===== config.mk =====
export PLATFORM = sky130hd
export DESIGN_NAME = http_request_line_query_decoder_unit
export DESIGN_NICKNAME = d
export VERILOG_FILES = /design/src/sv/hrqd_pkg.sv /design/src/sv/hrqd_parse.sv /design/src/sv/http_request_line_query_decoder_unit.sv
export SDC_FILE = /design/constraint.sdc
export NUM_CORES = 1
export LEC_CHECK = 0
export BUFFER_PORTS_ARGS = -buffer_cell sky130_fd_sc_hd__buf_4
export CAP_MARGIN = 25
export CORE_UTILIZATION = 45
export CTS_CLUSTER_SIZE = 12
export DETAILED_ROUTE_END_ITERATION = 10
export GPL_TIMING_DRIVEN = 0
export PLACE_DENSITY = 0.68
export SYNTH_ARGS = -nofsm -noshare
export SYNTH_HDL_FRONTEND = slang
export SYNTH_SLANG_ARGS = --single-unit
export TNS_END_PERCENT = 20

===== constraint.sdc =====
create_clock -name aclk -period 5 [get_ports aclk]
set_clock_uncertainty 0.15 [all_clocks]
set_input_delay 1.5 -clock aclk [delete_from_list [all_inputs] [get_ports aclk]]
set_output_delay 1.5 -clock aclk [all_outputs]
set_load 0.02 [all_outputs]

===== src/sv/hrqd_pkg.sv =====
// ----------------------------------------------------------------------------
// hrqd_pkg
// Types and byte constants for the request line query decoder.
// ----------------------------------------------------------------------------
`timescale 1ns / 1ps
`default_nettype none

package hrqd_pkg;

    localparam int LEN_W = 10;

    typedef enum logic [1:0] {
        ST_OK        = 2'd0,
        ST_METHOD    = 2'd1,
        ST_BAD_REQ   = 2'd2,
        ST_NOT_FOUND = 2'd3
    } status_t;

    typedef enum logic [2:0] {
        TP_PRE_METHOD = 3'd0,
        TP_METHOD     = 3'd1,
        TP_BETWEEN    = 3'd2,
        TP_TARGET     = 3'd3,
        TP_AFTER      = 3'd4
    } token_phase_t;

    typedef enum logic [1:0] {
        PATH_EMPTY = 2'd0,
        PATH_ROOT  = 2'd1,
        PATH_OTHER = 2'd2
    } path_t;

    typedef enum logic [2:0] {
        PAIR_START = 3'd0,
        PAIR_SAW_Q = 3'd1,
        PAIR_VALUE = 3'd2,
        PAIR_SKIP  = 3'd3,
        PAIR_DONE  = 3'd4
    } pair_t;

    typedef enum logic [1:0] {
        HEX_IDLE = 2'd0,
        HEX_HIGH = 2'd1,
        HEX_LOW  = 2'd2
    } hex_t;

    typedef struct packed {
        logic             kind;
        logic [7:0]       data;
        status_t          status;
        logic [LEN_W-1:0] len;
        logic             last;
    } result_t;

    localparam logic [7:0] CH_G     = 8'h47;
    localparam logic [7:0] CH_E     = 8'h45;
    localparam logic [7:0] CH_T     = 8'h54;
    localparam logic [7:0] CH_DOT   = 8'h2E;
    localparam logic [7:0] CH_SLASH = 8'h2F;
    localparam logic [7:0] CH_QMARK = 8'h3F;
    localparam logic [7:0] CH_AMP   = 8'h26;
    localparam logic [7:0] CH_Q     = 8'h71;
    localparam logic [7:0] CH_EQ    = 8'h3D;
    localparam logic [7:0] CH_PCT   = 8'h25;
    localparam logic [7:0] CH_PLUS  = 8'h2B;
    localparam logic [7:0] CH_SPACE = 8'h20;

endpackage

`default_nettype wire


===== src/sv/hrqd_parse.sv =====
// ----------------------------------------------------------------------------
// hrqd_parse
// Request line state and per-byte step: tokens, method, path, query decode.
// ----------------------------------------------------------------------------
`timescale 1ns / 1ps
`default_nettype none

module hrqd_parse (
    input  wire logic                    aclk,
    input  wire logic                    aresetn,
    input  wire logic                    step,
    input  wire logic [7:0]              line_byte,
    input  wire logic                    line_end,
    input  wire logic [hrqd_pkg::LEN_W-1:0] limit,
    output hrqd_pkg::result_t            res0,
    output hrqd_pkg::result_t            res1,
    output logic [1:0]                   res_count
);
    import hrqd_pkg::*;

    function automatic logic [4:0] hex_val(input logic [7:0] c);
        logic [4:0] v;
        v = 5'd16;
        if (c >= 8'h30 && c <= 8'h39) v = {1'b0, 4'(c - 8'h30)};
        else if (c >= 8'h61 && c <= 8'h66) v = {1'b0, 4'(c - 8'h57)};
        else if (c >= 8'h41 && c <= 8'h46) v = {1'b0, 4'(c - 8'h37)};
        return v;
    endfunction

    token_phase_t     tp_reg, tp_next;
    logic [1:0]       mpos_reg, mpos_next;
    logic             mbad_reg, mbad_next;
    logic             pdot_reg, pdot_next;
    logic             dotdot_reg, dotdot_next;
    path_t            path_reg, path_next;
    logic             inq_reg, inq_next;
    pair_t            pair_reg, pair_next;
    hex_t             hex_reg, hex_next;
    logic [3:0]       nib_reg, nib_next;
    logic             fail_reg, fail_next;
    logic [LEN_W-1:0] qcnt_reg, qcnt_next;

    logic             ws;
    logic             do_method, do_target, do_query, do_end_target;
    logic             try_emit, emit;
    logic [7:0]       emit_data;
    logic [4:0]       hv;
    status_t          v_status;
    logic [LEN_W-1:0] v_len;

    assign ws = (line_byte == CH_SPACE) || (line_byte >= 8'd9 && line_byte <= 8'd13);

    // next state
    always_comb begin
        tp_next     = tp_reg;
        mpos_next   = mpos_reg;
        mbad_next   = mbad_reg;
        pdot_next   = pdot_reg;
        dotdot_next = dotdot_reg;
        path_next   = path_reg;
        inq_next    = inq_reg;
        pair_next   = pair_reg;
        hex_next    = hex_reg;
        nib_next    = nib_reg;
        fail_next   = fail_reg;
        qcnt_next   = qcnt_reg;
        do_method   = 1'b0;
        do_target   = 1'b0;
        do_query    = 1'b0;
        do_end_target = 1'b0;
        try_emit    = 1'b0;
        emit        = 1'b0;
        emit_data   = line_byte;
        hv          = hex_val(line_byte);
        v_status    = ST_OK;
        v_len       = '0;

        case (tp_reg)
            TP_PRE_METHOD: begin
                if (!ws) begin
                    tp_next   = TP_METHOD;
                    do_method = 1'b1;
                end
            end
            TP_METHOD: begin
                if (ws) begin
                    if (mpos_reg != 2'd3) mbad_next = 1'b1;
                    tp_next = TP_BETWEEN;
                end else begin
                    do_method = 1'b1;
                end
            end
            TP_BETWEEN: begin
                if (!ws) begin
                    tp_next   = TP_TARGET;
                    do_target = 1'b1;
                end
            end
            TP_TARGET: begin
                if (ws) do_end_target = 1'b1;
                else    do_target     = 1'b1;
            end
            default: ;
        endcase

        if (do_method) begin
            if ((mpos_reg == 2'd0 && line_byte == CH_G) ||
                (mpos_reg == 2'd1 && line_byte == CH_E) ||
                (mpos_reg == 2'd2 && line_byte == CH_T)) begin
                mpos_next = mpos_reg + 2'd1;
            end else begin
                mbad_next = 1'b1;
            end
        end

        if (do_target) begin
            if (pdot_reg && line_byte == CH_DOT) dotdot_next = 1'b1;
            pdot_next = (line_byte == CH_DOT);
            if (!inq_reg) begin
                if (line_byte == CH_QMARK) inq_next = 1'b1;
                else path_next = (path_reg == PATH_EMPTY && line_byte == CH_SLASH) ?
                                 PATH_ROOT : PATH_OTHER;
            end else begin
                do_query = 1'b1;
            end
        end

        if (do_query) begin
            case (pair_reg)
                PAIR_START: pair_next = (line_byte == CH_Q)   ? PAIR_SAW_Q :
                                        (line_byte == CH_AMP) ? PAIR_START : PAIR_SKIP;
                PAIR_SAW_Q: pair_next = (line_byte == CH_EQ)  ? PAIR_VALUE :
                                        (line_byte == CH_AMP) ? PAIR_START : PAIR_SKIP;
                PAIR_SKIP: begin
                    if (line_byte == CH_AMP) pair_next = PAIR_START;
                end
                PAIR_VALUE: begin
                    if (hex_reg != HEX_IDLE) begin
                        if (hv[4]) begin
                            fail_next = 1'b1;
                            pair_next = PAIR_DONE;
                            hex_next  = HEX_IDLE;
                        end else if (hex_reg == HEX_HIGH) begin
                            nib_next = hv[3:0];
                            hex_next = HEX_LOW;
                        end else begin
                            hex_next  = HEX_IDLE;
                            try_emit  = 1'b1;
                            emit_data = {nib_reg, hv[3:0]};
                        end
                    end else if (line_byte == CH_AMP) begin
                        pair_next = PAIR_DONE;
                    end else if (line_byte == CH_PCT) begin
                        hex_next = HEX_HIGH;
                    end else begin
                        try_emit  = 1'b1;
                        emit_data = (line_byte == CH_PLUS) ? CH_SPACE : line_byte;
                    end
                end
                default: ;
            endcase
        end

        if (try_emit && !mbad_next && !dotdot_next && path_next == PATH_ROOT &&
            qcnt_reg < limit) begin
            emit      = 1'b1;
            qcnt_next = qcnt_reg + LEN_W'(1);
        end

        if (line_end) begin
            if (tp_next == TP_PRE_METHOD) mbad_next = 1'b1;
            else if (tp_next == TP_METHOD && mpos_next != 2'd3) mbad_next = 1'b1;
            if (tp_next == TP_TARGET) do_end_target = 1'b1;
        end

        if (do_end_target) begin
            if (pair_next == PAIR_VALUE && hex_next != HEX_IDLE) begin
                fail_next = 1'b1;
                pair_next = PAIR_DONE;
            end
            tp_next = TP_AFTER;
        end

        priority if (mbad_next)            v_status = ST_METHOD;
        else if (dotdot_next)              v_status = ST_BAD_REQ;
        else if (path_next != PATH_ROOT)   v_status = ST_NOT_FOUND;
        else                               v_status = ST_OK;
        v_len = (v_status == ST_OK && !fail_next) ? qcnt_next : '0;

        if (line_end) begin
            tp_next     = TP_PRE_METHOD;
            mpos_next   = 2'd0;
            mbad_next   = 1'b0;
            pdot_next   = 1'b0;
            dotdot_next = 1'b0;
            path_next   = PATH_EMPTY;
            inq_next    = 1'b0;
            pair_next   = PAIR_START;
            hex_next    = HEX_IDLE;
            nib_next    = 4'd0;
            fail_next   = 1'b0;
            qcnt_next   = '0;
        end
    end

    // results
    always_comb begin
        result_t prov;
        result_t verd;
        prov.kind   = 1'b0;
        prov.data   = emit_data;
        prov.status = ST_OK;
        prov.len    = '0;
        prov.last   = !line_end;
        verd.kind   = 1'b1;
        verd.data   = 8'd0;
        verd.status = v_status;
        verd.len    = v_len;
        verd.last   = 1'b1;
        res0        = emit ? prov : verd;
        res1        = verd;
        res_count   = {1'b0, emit} + {1'b0, line_end};
    end

    always_ff @(posedge aclk) begin
        if (!aresetn) begin
            tp_reg     <= TP_PRE_METHOD;
            mpos_reg   <= 2'd0;
            mbad_reg   <= 1'b0;
            pdot_reg   <= 1'b0;
            dotdot_reg <= 1'b0;
            path_reg   <= PATH_EMPTY;
            inq_reg    <= 1'b0;
            pair_reg   <= PAIR_START;
            hex_reg    <= HEX_IDLE;
            nib_reg    <= 4'd0;
            fail_reg   <= 1'b0;
            qcnt_reg   <= '0;
        end else if (step) begin
            tp_reg     <= tp_next;
            mpos_reg   <= mpos_next;
            mbad_reg   <= mbad_next;
            pdot_reg   <= pdot_next;
            dotdot_reg <= dotdot_next;
            path_reg   <= path_next;
            inq_reg    <= inq_next;
            pair_reg   <= pair_next;
            hex_reg    <= hex_next;
            nib_reg    <= nib_next;
            fail_reg   <= fail_next;
            qcnt_reg   <= qcnt_next;
        end
    end

endmodule

`default_nettype wire


===== src/sv/http_request_line_query_decoder_unit.sv =====
// ----------------------------------------------------------------------------
// http_request_line_query_decoder_unit
// Parses an HTTP request line one byte per word, decodes the q= query value
// and closes each line with a verdict word.
// ----------------------------------------------------------------------------
//  channel  | dir | tdata                          | tuser       | tlast
//  s_       | in  | [7:0] line_byte                | -           | line_end
//  m_       | out | [7:0] query_byte [9:8] status  | result_kind | run_last
//           |     | [19:10] query_len [23:20] zero |             |
//  cfg_     | in  | cfg_data [9:0] max_query_len   | -           | -
//
//  One byte per cycle while the queue has room: input register, one step of
//  parse logic, then a four-word result queue. A byte is stepped when the
//  queue has room for two words; the line-end byte may produce two words, so
//  a stalled m_ side fills the queue and pushes back on s_tready. Reset
//  returns the parser to the start of a line and sets max_query_len to 256;
//  s_tready rises as soon as reset is released.
// ----------------------------------------------------------------------------
`timescale 1ns / 1ps
`default_nettype none

module http_request_line_query_decoder_unit #(
    parameter int QUERY_LEN_MAX = 1023
) (
    input  wire logic        aclk,
    input  wire logic        aresetn,
    input  wire logic        s_tvalid,
    output logic             s_tready,
    input  wire logic [7:0]  s_tdata,   // [7:0] line_byte
    input  wire logic        s_tlast,
    output logic             m_tvalid,
    input  wire logic        m_tready,
    output logic [23:0]      m_tdata,   // [7:0] query_byte, [9:8] status, [19:10] query_len
    output logic             m_tuser,   // result_kind
    output logic             m_tlast,
    input  wire logic        cfg_valid,
    output logic             cfg_ready,
    input  wire logic [9:0]  cfg_data
);
    import hrqd_pkg::*;

    localparam int CMP_W = 17;

    logic [LEN_W-1:0] maxq_reg;
    logic [LEN_W-1:0] limit;

    logic       in_valid_reg, in_valid_next;
    logic [7:0] in_byte_reg;
    logic       in_last_reg;
    logic       s_fire, step;

    result_t    res0, res1;
    logic [1:0] res_count;

    result_t    q_mem [4];
    logic [1:0] wr_ptr_reg, rd_ptr_reg;
    logic [2:0] cnt_reg, cnt_next;
    logic       pop;
    result_t    head;

    assign cfg_ready = aresetn;
    assign limit = ({{(CMP_W-LEN_W){1'b0}}, maxq_reg} < CMP_W'(QUERY_LEN_MAX)) ?
                   maxq_reg : LEN_W'(QUERY_LEN_MAX);

    assign step          = in_valid_reg && (cnt_reg <= 3'd2);
    assign s_tready      = aresetn && (!in_valid_reg || step);
    assign s_fire        = s_tvalid && s_tready;
    assign in_valid_next = s_fire ? 1'b1 : (step ? 1'b0 : in_valid_reg);

    always_ff @(posedge aclk) begin
        if (!aresetn) begin
            maxq_reg     <= LEN_W'(256);
            in_valid_reg <= 1'b0;
        end else begin
            if (cfg_valid) maxq_reg <= cfg_data;
            in_valid_reg <= in_valid_next;
        end
    end

    always_ff @(posedge aclk) begin
        if (s_fire) begin
            in_byte_reg <= s_tdata;
            in_last_reg <= s_tlast;
        end
    end

    hrqd_parse u_parse (
        .aclk      (aclk),
        .aresetn   (aresetn),
        .step      (step),
        .line_byte (in_byte_reg),
        .line_end  (in_last_reg),
        .limit     (limit),
        .res0      (res0),
        .res1      (res1),
        .res_count (res_count)
    );

    assign head     = q_mem[rd_ptr_reg];
    assign m_tvalid = (cnt_reg != 3'd0);
    assign pop      = m_tvalid && m_tready;
    assign m_tdata  = {4'd0, head.len, head.status, head.data};
    assign m_tuser  = head.kind;
    assign m_tlast  = head.last;

    always_comb begin
        cnt_next = cnt_reg - {2'd0, pop};
        if (step) cnt_next = cnt_next + {1'b0, res_count};
    end

    always_ff @(posedge aclk) begin
        if (step && res_count != 2'd0) q_mem[wr_ptr_reg] <= res0;
        if (step && res_count == 2'd2) q_mem[wr_ptr_reg + 2'd1] <= res1;
    end

    always_ff @(posedge aclk) begin
        if (!aresetn) begin
            wr_ptr_reg <= 2'd0;
            rd_ptr_reg <= 2'd0;
            cnt_reg    <= 3'd0;
        end else begin
            if (step) wr_ptr_reg <= wr_ptr_reg + res_count;
            if (pop)  rd_ptr_reg <= rd_ptr_reg + 2'd1;
            cnt_reg <= cnt_next;
        end
    end

endmodule

`default_nettype wire


* Word-level counts from Yosys, hierarchy flattened
Memory sizes are Yosys's and may differ from the RTL's. A register that Yosys moved wholly into a read port is not among the register bits. Index checks and enable logic that the tools add are counted.
Storage, ports and cells: bits in writable memories 88, bits in latches 0, output and inout port bits 29, flip-flop bits (word level) 58, memories 1, ROM bits 0
Memories:
- q_mem | depth 4, bits a word 22, read ports 1, clocked after Yosys merged registers in 1, write ports 2, RTL line http_request_line_query_decoder_unit.sv:55 | result_t q_mem [4];
Operators by class: reduce and logical (&&, ||, !) cells 51, $add $sub $neg 11, multipliers 0, divide/modulo/power cells 0, equal/unequal tests 30, order comparisons 11, bitwise gates (word level) 0, shift-type cells 0, mux-type cells 110
Operators with widths (number):
- $eq A8 B6 Y1 const B | 8
- $mux W8 | 8
- $mux W1 | 48
- $mux W3 | 16
- $mux W2 | 22
- $mux W10 | 4
- $eq A8 B7 Y1 const B | 4
- $mux W4 | 6
- $logic_and A1 B1 Y1 | 22
- $mux W22 | 1
- $eq A3 B2 Y1 const B | 6
- $reduce_bool A2 Y1 | 9
- $ge A8 B7 Y1 const B | 2
- $le A8 B7 Y1 const B | 2
- $mux W5 | 3
- $pmux W3 S4 | 1
- $add A10 B1 Y10 const B | 1
- $lt A10 B10 Y1 | 1
- $lt A10 B10 Y1 const B | 1
- $eq A3 B1 Y1 const B | 3
- $logic_not A3 Y1 | 3
- $pmux W3 S3 | 1
- $ge A8 B4 Y1 const B | 1
- $ge A8 B6 Y1 const B | 1
- other kinds (21) | 39

* Longest topological paths before layout
depth after elaboration 19, mapped depth 17, gate-level depth less buffers 15

* Hierarchy
From an unflattened synthesis, not the netlist that was laid out.
Second synthesis, totals: cell total of the unflattened synthesis 757, area, all modules 8762.2 sq um
By module, submodules not included:
- http_request_line_query_decoder_unit | sequential area each 3313.2 sq um, area an instance 5602.9 sq um, instances 1, cells each 342
- hrqd_parse | sequential area each 620.6 sq um, area an instance 3159.3 sq um, instances 1, cells each 415

* Worst setup path after synthesis
OpenSTA, ideal clock, no wires.
kind register to register, from reg in_byte_reg[0], to mem q_mem[1][10] (netlist name) (data pin), required time 4.708 ns, clock period less this slack 4.344 ns, cell stages (with the launch flop) 18, buffers on the path 2, arrival time 4.052 ns, setup time 0.142 ns, path slack 0.656 ns, path through edfxtp_1 -> inv_1 -> ha_1 -> xnor2_1 -> o2111a_1 -> nor3_2 -> o2111ai_4 -> nor2_4 -> inv_2 -> buf_2 -> ha_1 -> a211oi_1 -> nand2b_1 -> clkbuf_1 -> inv_1 -> o31ai_1 -> nand3b_2 -> nor2_1
RTL lines:
- start, declared | RTL line http_request_line_query_decoder_unit.sv:48 | logic [7:0] in_byte_reg;
- start signal, assigned | RTL line http_request_line_query_decoder_unit.sv:82 | in_byte_reg <= s_tdata;
- end, declared | RTL line http_request_line_query_decoder_unit.sv:55

==> impl_metrics.json <==
{
  "power_density_nw_per_um2": 365,
  "syn_area_um2": 7560,
  "dp.cells": 1022,
  "worstHoldStart": "q_mem[1][21]",
  "clock_insertion_delay_worst_skew_ns": 0.43,
  "clkSinkCount": 148,
  "rsz0062_at_grt": "false",
  "core_region_area_um2": 16500,
  "synth_edf_count": 57,
  "largest_reg_flops": 88,
  "routed_wl_um": 18600,
  "status": "finished, violations left",
  "grt_use_met1_pct": 30.6,
  "final_cell_area_um2": 8820,
  "grt_usage_pct": 22.4,
  "finalNetCount": 877,
  "ant_nets": 0,
  "cts.clk_slew.worst_paths_ns": 0.06,
  "pin_count": 53,
  "area_delta_synth_final_pct": 16.7,
  "synth_flop_cell": "dfxtp_1",
  "drtIter0Drc": 563,
  "slew_violations": 0,
  "crit_path_max_fanout": 10,
  "min_path_type": "reg -> reg",
  "finalSetupViolCount": 0,
  "synth_cells": 752,
  "grt-busiest-layer": "met2",
  "end_kind": "flop",
  "ys_seq_area_share_pct": 46.8,
  "violations": "DRC",
  "cpMostUsedCell": "ha_1",
  "rows": 47,
  "first_pass_iters": 8,
  "cp_slowest_cell": "edfxtp_1",
  "start_util_pct": 45.9,
  "required_ns": 5.14,
  "synthTopCellsByArea": "dfxtp_1 24%, edfxtp_1 23%, mux4_2 6.6%",
  "grt_max_degree": 17,
  "avgSynthCellArea_um2": 10.0,
  "worst_slack_ns": 0.369,
  "wire_per_inst_um": 17.6,
  "fp.dieH_um": 132,
  "grtUsageMet3_pct": 4.21,
  "cts_tree": "built",
  "routabilityCongestion": 0.876,
  "grt_pass1_wl_um": 30100,
  "cts_root_buf": "clkbuf_16",
  "die_area_um2": 17300,
  "grt.met2_usage_pct": 35.0,
  "post-route-min-period_ns": 4.63,
  "layout.cells.non_filler": 1060,
  "grt_pass1_vias": 5653,
  "yosys_warnings": 0,
  "cp-start-kind": "flop",
  "power_mw": 3.22,
  "route.vias.total": 6031,
  "whs_ns": 0.297,
  "slew_headroom_pct": 39.5,
  "die_w_um": 132,
  "hold_viol_final": 0,
  "max_stage_delay_ns": 0.46,
  "htreeDepth": 4,
  "ir_drop_v": 0.000256,
  "synth_cell_types": 79,
  "arrival_ns": 4.77,
  "reg2reg_from": "in_byte_reg[0]",
  "netlist.area_leader.share_pct": 24.1,
  "grt_antenna_before_repair": 0,
  "io_buffer_count": 47,
  "ys_ff_latch": 148,
  "period_share_pct": 92.6,
  "path_class": "reg -> reg",
  "critical_path.cell_chain": "inv_1, ha_1, xnor2_1, o2111a_1, nor3_4, o2111ai_4, nor2_4, inv_2, buf_2, ha_1, a211oi_1, nand2_1, clkinvlp_4, nand4b_4, nor2_1",
  "cts_inserted_buffers": 17,
  "worst_slew_pin_slew_ns": 0.899,
  "maxCapViolCount": 0,
  "fmax_mhz": 216,
  "placed_cell_area_um2": 8200,
  "vias_per_cell": 5.69,
  "startpoint": "in_byte_reg[0]",
  "diodes": 0,
  "p_leak_nw": 3.16,
  "netlist.top_cell.by_area": "dfxtp_1",
  "drc": 1,
  "grt-ovfl-total": 0,
  "post-dp-hpwl_um": 13200,
  "async_flop_share_pct": 0,
  "place_ws_ns": -0.641,
  "clk_path_buf_depth": 2,
  "layout-drive-gt1-share_pct": 17.3
}
## logic make-up after synthesis
| family | after synthesis | share of synthesized area (%) |
|---|---|---|
| flops | 148 | 46.8 |
| compound gates | 156 | 14.6 |
| simple gates | 288 | 19.5 |
| fa+ha+maj | 26 | 4.40 |
| buf+inv | 80 | 4.29 |
| other cells | 1 | 0.0496 |
| xor+xnor | 18 | 2.09 |
| mux | 35 | 8.28 |
## path summary, 6_finish.rpt
| path | slack [ns] | to | cells past startpoint |
|---|---|---|---|
| worst min register to register | 0.30 | q_mem[1][21] | 2 |
| worst max-delay path | 0.37 | q_mem[3][8] | 15 |
| worst max register to register | 0.37 | q_mem[3][8] | 15 |
| worst min-delay path | 0.30 | q_mem[1][21] | 2 |
## stage by stage
stage                     util, %  TNS, ns
final                        53.5        0
after floorplan                 -        0
after detailed placement     49.8   -14.17
after global routing         53.5        0
after global placement       49.8   -10.66
after CTS                    53.1        0
## placed cells by master (no fill, tap or decap), types with 8 or more instances in the layout
cell | synthesis | final
clkbuf_16 | 0 | 17
o31ai_1 | 17 | 17
nand2_1 | 60 | 58
and3_1 | 14 | 14
edfxtp_1 | 57 | 57
clkbuf_1 | 29 | 29
inv_1 | 36 | 34
buf_4 | 5 | 59
ha_1 | 25 | 24
nor2_1 | 97 | 97
o21ai_0 | 29 | 28
a21oi_1 | 29 | 29
o211ai_1 | 8 | 8
or3_1 | 8 | 8
mux4_2 | 22 | 22
nand3_1 | 32 | 32
xnor2_1 | 16 | 16
nor3_1 | 16 | 16
mux2i_1 | 13 | 13
dfxtp_1 | 91 | 91
a31oi_1 | 10 | 10
nand2b_1 | 9 | 8
a22o_1 | 8 | 8
## synth_stat cells, types with 4 or more instances
library cell and count:
xnor2_1 16, a31oi_1 10, o211ai_1 8, nor2_1 97, and2_1 6, nand4b_1 5
buf_4 5, mux4_2 22, a211oi_1 5, and3_1 14, or3_1 8, o31ai_1 17
ha_1 25, o21ai_1 4, o21ai_0 29, nand4_1 4, nand2b_1 9, a22oi_1 5
nand3b_1 4, nor2b_1 4, buf_1 4, nor4_1 6, nand3_1 32, buf_2 4
inv_1 36, a22o_1 8, clkbuf_1 29, dfxtp_1 91, a21oi_1 29, nor3_1 16
mux2i_1 13, nand2_1 60, edfxtp_1 57
## what timing repair did
item	4_1_cts	5_1_grt
pin swaps	0	2
setup endpoints to repair	72	49
setup buffers	1	6
hold buffers	0	0
hold endpoints to repair	0	0
gates resized for setup	3	7
## routing by layer
layer  share of wire, %  routed length (um)
met5                  0                   0
met4                2.1                 393
met3                5.8                1070
met2                 46                8660
met1                 46                8520
## worst max-delay path, delay by kind of cell (launching register included)
family / cells / cell delay (ns)
AOI/OAI and AO/OA: 3 / 1.08
DFF: 1 / 0.46
adders and majority gates: 2 / 0.53
xor gates and xnor gates: 1 / 0.11
buffers and inverters: 4 / 0.76
and+or+nand+nor: 5 / 1.39
## report_power, final
group | switching (mW) | internal, mW | leakage, nW
clock network | 0.535 | 0.638 | 0.248
logic | 0.384 | 0.295 | 1.64
registers | 0.0454 | 1.32 | 1.27
## final cells by class
| type | count | area [um^2] |
|---|---|---|
| clock buffer | 18 | 429 |
| tap | 220 | 275 |
| sequential | 148 | 3530 |
| clock inverter | 14 | 105 |
| fill | 1516 | 7650 |
| buffer | 41 | 178 |
| multi-input combinational | 527 | 3740 |
| timing repair buffer | 54 | 405 |
| inverter | 38 | 150 |
Power figures use the tool's default switching activity.
